<file path="config.mk">
export PLATFORM = sky130hd
export DESIGN_NAME = atht_ctrl
export DESIGN_NICKNAME = d
export VERILOG_FILES = /design/src/rtl/core/atht_pkg.sv /design/src/rtl/core/atht_ctrl.sv
export SDC_FILE = /design/constraint.sdc
export NUM_CORES = 1
export LEC_CHECK = 0
export ABC_AREA = 1
export ABC_CLOCK_PERIOD_IN_PS = 2500
export BUFFER_PORTS_ARGS = -buffer_cell sky130_fd_sc_hd__buf_2
export CORE_AREA = 4 4 41 43
export DETAILED_ROUTE_END_ITERATION = 8
export DIE_AREA = 0 0 45 47
export GPL_ROUTABILITY_DRIVEN = 1
export MAX_ROUTING_LAYER = met4
export PLACE_DENSITY = 0.67
export SLEW_MARGIN = 20
export SYNTH_ARGS = -nofsm -noshare
export SYNTH_HDL_FRONTEND = slang
export SYNTH_SLANG_ARGS = --single-unit
</file>
<file path="constraint.sdc">
create_clock -name clk -period 2.5 [get_ports clk]
set_clock_uncertainty 0.2 [all_clocks]
set_input_delay 0.375 -clock clk [delete_from_list [all_inputs] [get_ports clk]]
set_output_delay 0.375 -clock clk [all_outputs]
set_load 0.02 [all_outputs]
</file>
<file path="src/rtl/core/atht_pkg.sv">
package atht_pkg;

  localparam int TABLE_SLOTS = 1024;
  localparam int SLOT_BITS   = $clog2(TABLE_SLOTS);
  localparam int COUNT_W     = $clog2(TABLE_SLOTS + 1);
  localparam int FULL_W      = COUNT_W + 2;

  localparam int OP_W     = 2;
  localparam int ADDR_W   = 64;
  localparam int SIZE_W   = 40;
  localparam int LIVE_W   = 50;
  localparam int CNT_W    = 32;
  localparam int STATUS_W = 2;
  localparam int ENTRY_W  = 1 + ADDR_W + SIZE_W;

  localparam logic [63:0] MIX_MUL_A = 64'hff51afd7ed558ccd;
  localparam logic [63:0] MIX_MUL_B = 64'hc4ceb9fe1a85ec53;
  localparam int          MIX_SHIFT = 33;

  localparam logic [LIVE_W-1:0] LIVE_MAX  = {LIVE_W{1'b1}};
  localparam logic [FULL_W-1:0] FULL_MARK = FULL_W'(TABLE_SLOTS * 3);

  localparam logic [OP_W-1:0] OP_ALLOC = 2'd0;
  localparam logic [OP_W-1:0] OP_FREE  = 2'd1;
  localparam logic [OP_W-1:0] OP_PEAK  = 2'd2;

  localparam logic [STATUS_W-1:0] ST_OK        = 2'd0;
  localparam logic [STATUS_W-1:0] ST_IGNORED   = 2'd1;
  localparam logic [STATUS_W-1:0] ST_UNTRACKED = 2'd2;
  localparam logic [STATUS_W-1:0] ST_FULL      = 2'd3;

  typedef enum logic [2:0] {
    WR_NONE,
    WR_CLEAR_CUR,
    WR_INSERT,
    WR_MOVE,
    WR_CLEAR_HOLE
  } wr_kind_t;

  typedef enum logic [2:0] {
    FIN_NONE,
    FIN_ALLOC_NEW,
    FIN_ALLOC_OVER,
    FIN_FREE,
    FIN_UNTRACKED,
    FIN_PEAK,
    FIN_IGNORED,
    FIN_FULL
  } fin_kind_t;

  typedef struct packed {
    logic      load;
    logic      hash_start;
    logic      hash_key_sel;
    logic      cur_load_home;
    logic      cur_inc;
    logic      hole_load;
    logic      freed_load;
    wr_kind_t  wr;
    fin_kind_t fin;
  } ctrl_cmd_t;

  typedef struct packed {
    logic hash_done;
    logic slot_valid;
    logic key_match;
    logic table_full;
    logic move_ok;
    logic cur_last;
    logic op_alloc;
    logic op_free;
    logic op_peak;
  } dp_stat_t;

endpackage

</file>
<file path="src/rtl/core/atht_ctrl.sv">
module atht_ctrl (
  input  logic                clk,
  input  logic                rst,
  input  logic                start,
  output logic                busy,
  input  atht_pkg::dp_stat_t  stat,
  output atht_pkg::ctrl_cmd_t cmd
);
  import atht_pkg::*;

  localparam logic [3:0] S_CLEAR  = 4'd0;
  localparam logic [3:0] S_IDLE   = 4'd1;
  localparam logic [3:0] S_DECODE = 4'd2;
  localparam logic [3:0] S_HASH   = 4'd3;
  localparam logic [3:0] S_PWAIT  = 4'd4;
  localparam logic [3:0] S_PCHK   = 4'd5;
  localparam logic [3:0] S_DWAIT  = 4'd6;
  localparam logic [3:0] S_DCHK   = 4'd7;
  localparam logic [3:0] S_DHASH  = 4'd8;

  logic [3:0] state;
  logic [3:0] state_next;

  assign busy = state != S_IDLE;

  always_ff @(posedge clk) begin
    if (rst) begin
      state <= S_CLEAR;
    end else begin
      state <= state_next;
    end
  end

  always_comb begin
    state_next = state;
    cmd        = '{default: '0, wr: WR_NONE, fin: FIN_NONE};
    unique case (state)
      S_CLEAR: begin
        cmd.wr      = WR_CLEAR_CUR;
        cmd.cur_inc = 1'b1;
        if (stat.cur_last) begin
          state_next = S_IDLE;
        end
      end
      S_IDLE: begin
        if (start) begin
          cmd.load   = 1'b1;
          state_next = S_DECODE;
        end
      end
      S_DECODE: begin
        if (stat.op_alloc || stat.op_free) begin
          cmd.hash_start = 1'b1;
          state_next     = S_HASH;
        end else begin
          cmd.fin    = stat.op_peak ? FIN_PEAK : FIN_IGNORED;
          state_next = S_IDLE;
        end
      end
      S_HASH: begin
        if (stat.hash_done) begin
          cmd.cur_load_home = 1'b1;
          state_next        = S_PWAIT;
        end
      end
      S_PWAIT: state_next = S_PCHK;
      S_PCHK: begin
        if (!stat.slot_valid) begin
          state_next = S_IDLE;
          if (stat.op_free) begin
            cmd.fin = FIN_UNTRACKED;
          end else if (stat.table_full) begin
            cmd.fin = FIN_FULL;
          end else begin
            cmd.wr  = WR_INSERT;
            cmd.fin = FIN_ALLOC_NEW;
          end
        end else if (stat.key_match) begin
          if (stat.op_free) begin
            cmd.freed_load = 1'b1;
            cmd.hole_load  = 1'b1;
            cmd.cur_inc    = 1'b1;
            state_next     = S_DWAIT;
          end else begin
            cmd.wr     = WR_INSERT;
            cmd.fin    = FIN_ALLOC_OVER;
            state_next = S_IDLE;
          end
        end else begin
          cmd.cur_inc = 1'b1;
          state_next  = S_PWAIT;
        end
      end
      S_DWAIT: state_next = S_DCHK;
      S_DCHK: begin
        if (!stat.slot_valid) begin
          cmd.wr     = WR_CLEAR_HOLE;
          cmd.fin    = FIN_FREE;
          state_next = S_IDLE;
        end else begin
          cmd.hash_start   = 1'b1;
          cmd.hash_key_sel = 1'b1;
          state_next       = S_DHASH;
        end
      end
      S_DHASH: begin
        cmd.hash_key_sel = 1'b1;
        if (stat.hash_done) begin
          if (stat.move_ok) begin
            cmd.wr        = WR_MOVE;
            cmd.hole_load = 1'b1;
          end
          cmd.cur_inc = 1'b1;
          state_next  = S_DWAIT;
        end
      end
      default: state_next = S_CLEAR;
    endcase
  end

endmodule

</file>
==> results.tsv <==
metric	value	unit
path_depth	7	
cts_buffer_depth	2	
syn_area_per_cell	5.03	sq um
path_class	reg -> out	
cts_tree	built	
maxClockFrequency	483	MHz
ys_warn_count	0	
clock_latency	0.23	ns
vias_per_cell	4.39	
worst_pin_slew	0.261	ns
regMostFlops	state	
finalInstanceArea	644	sq um
p_leak	0.412	nW
ys_types	17	
finalPower	358	uW
max_stage_delay	0.42	ns
nNetsFinal	137	
crit_path_end	cmd[1]	
final_common_cell	nand2_1	
portBuffers	25	
critPathBufInv	4	
place_congestion	0.850	
fin_tns_setup	0	ns
ioPinCount	26	
crit_family	buffers and inverters	
start_util	36.7	%
slew_viol_final	0	
critPathLaunch	state[1]	
ys_ff_latch	4	
critPathArrivalTime	1.50	ns
ctsHtreeMaxLevel	1	
dpl-instance-area	622	sq um
die-area	2120	sq um
peakVddDrop	0.295	mV
cts_resized	0	
root_buffer	clkbuf_4	
crit_path_max_fanout	5	
start_kind	register	
power_density	556	nW/um^2
reg2reg_depth	7	
syn_nets	107	
cts_hold_buf	0	
r2r-start	state[2]	
cp-end-kind	primary output	
grt_pass1_vias	544	
worst_path_max_delay_cell	dfxtp_1	
rows	13	
netlist_instances	95	
cp_common_cell	inv_1	
place_ws	0.641	ns
route.detailed.drc	0	
hold_viol	0	
largest_reg_flops	4	
antenna_left	0	
r2r_end	state[0]	
cts_buffers	3	
rsz0062_at_grt	false	
grt_pass1_wl	2080	um
grtUsageTotal	13.9	%
gr-total-overflow	0	
grt_antenna_before_repair	0	
required	1.92	ns
clkTransAtPathRegs	0.04	ns
cts_sinks	4	
via_count	606	
regToRegSetupSlack	1.07	ns
drt_iter0_drc	11	
slew_headroom	82.6	%
drive_gt1_share	32.5	%
drtPass1Iterations	4	
fin_ws	0.428	ns
die_y	47	um
hold_path_class	in -> reg	
die_w	45	um
status	completed	
seq_area_frac_synth	16.8	%
maxCapViolCount	0	
diodes	0	
setup_viol	0	
synth_area	478	sq um
hpwl	1130	um
path_cells	inv_1 -> nor2_1 -> inv_1 -> nor3_2 -> inv_1 -> o21ai_1 -> buf_2	
min_period	2.07	ns
routed_wl	1320	um
cts_setup_buffers	0	
n_fill_cell	158	
most-common-layout-cells	nand2_1 (33), buf_2 (25), inv_1 (14), nor2_1 (14)	
grt_max_degree	8	
wl_per_cell	9.57	um
reg_top3	state (4)	
area_growth	34.8	%
final.period_utilization	82.9	%
core	1300	sq um
[through the flow]
stage	instances	hold slack, ns	utilization (%)
3_5_place_dp	135	0.285	47.8
4_1_cts	138	0.137	49.5
2_1_floorplan	95	0.244	-
3_3_place_gp	135	0.275	47.8
6_report	138	0.144	49.5
5_1_grt	138	0.137	49.5
[layer usage]
metal | routed length, um | share of wire (%) | GRT usage, % | vias to the layer above
met1 | 586 | 44 | 15.7 | 243
met3 | 91 | 6.9 | 1.53 | 0
met2 | 642 | 49 | 23.2 | 19
met5 | 0 | 0 | - | -
met4 | 0 | 0 | 8.77 | 0
li1 | - | - | - | 344
[cell families after synthesis]
group | count (synthesis) | synth area share [%]
compound gates | 9 | 9.68
buf+inv | 18 | 14.1
simple gates | 64 | 59.4
flops | 4 | 16.8
[worst min path at each step]
stage / depth (start not counted) / startpoint / slack (ns) / to
2_1_floorplan: 1 / rst / 0.24 / state[0]
3_3_place_gp: 2 / state[3] / 0.27 / state[3]
3_5_place_dp: 2 / state[3] / 0.28 / state[3]
4_1_cts: 2 / rst / 0.14 / state[1]
5_1_grt: 2 / rst / 0.14 / state[0]
6_report: 2 / rst / 0.14 / state[1]
[synthesized netlist by cell type]
master / instances / share of area, %
a21oi_1: 5 / 5.2
a31oi_1: 1 / 1.3
clkinv_1: 1 / 0.78
dfxtp_1: 4 / 17
inv_1: 14 / 11
inv_2: 3 / 2.4
nand2_1: 33 / 26
nand2_2: 5 / 6.5
nand3_1: 5 / 5.2
nand3b_1: 1 / 1.6
nor2_1: 14 / 11
nor2_2: 2 / 2.6
nor2_4: 1 / 2.4
nor3_1: 2 / 2.1
nor3_2: 1 / 2.1
o21ai_0: 2 / 2.1
o21ai_1: 1 / 1.0
[area by class of cell]
class | instances | area (sq um) | share of cell area [%]
Clock buffer | 3 | 22.5 | 3.50
Inverter | 18 | 67.6 | 10.5
Multi-Input combinational cell | 73 | 330 | 51.3
Sequential cell | 4 | 80.1 | 12.4
Tap cell | 15 | 18.8 | 2.91
Timing Repair Buffer | 25 | 125 | 19.4
[power by group]
| part | total [mW] | switching (mW) | internal [mW] |
|---|---|---|---|
| clock network | 0.0769 | 0.0234 | 0.0535 |
| logic | 0.194 | 0.129 | 0.0649 |
| registers | 0.0873 | 0.0142 | 0.0731 |
(Power assumes the default switching activity.)
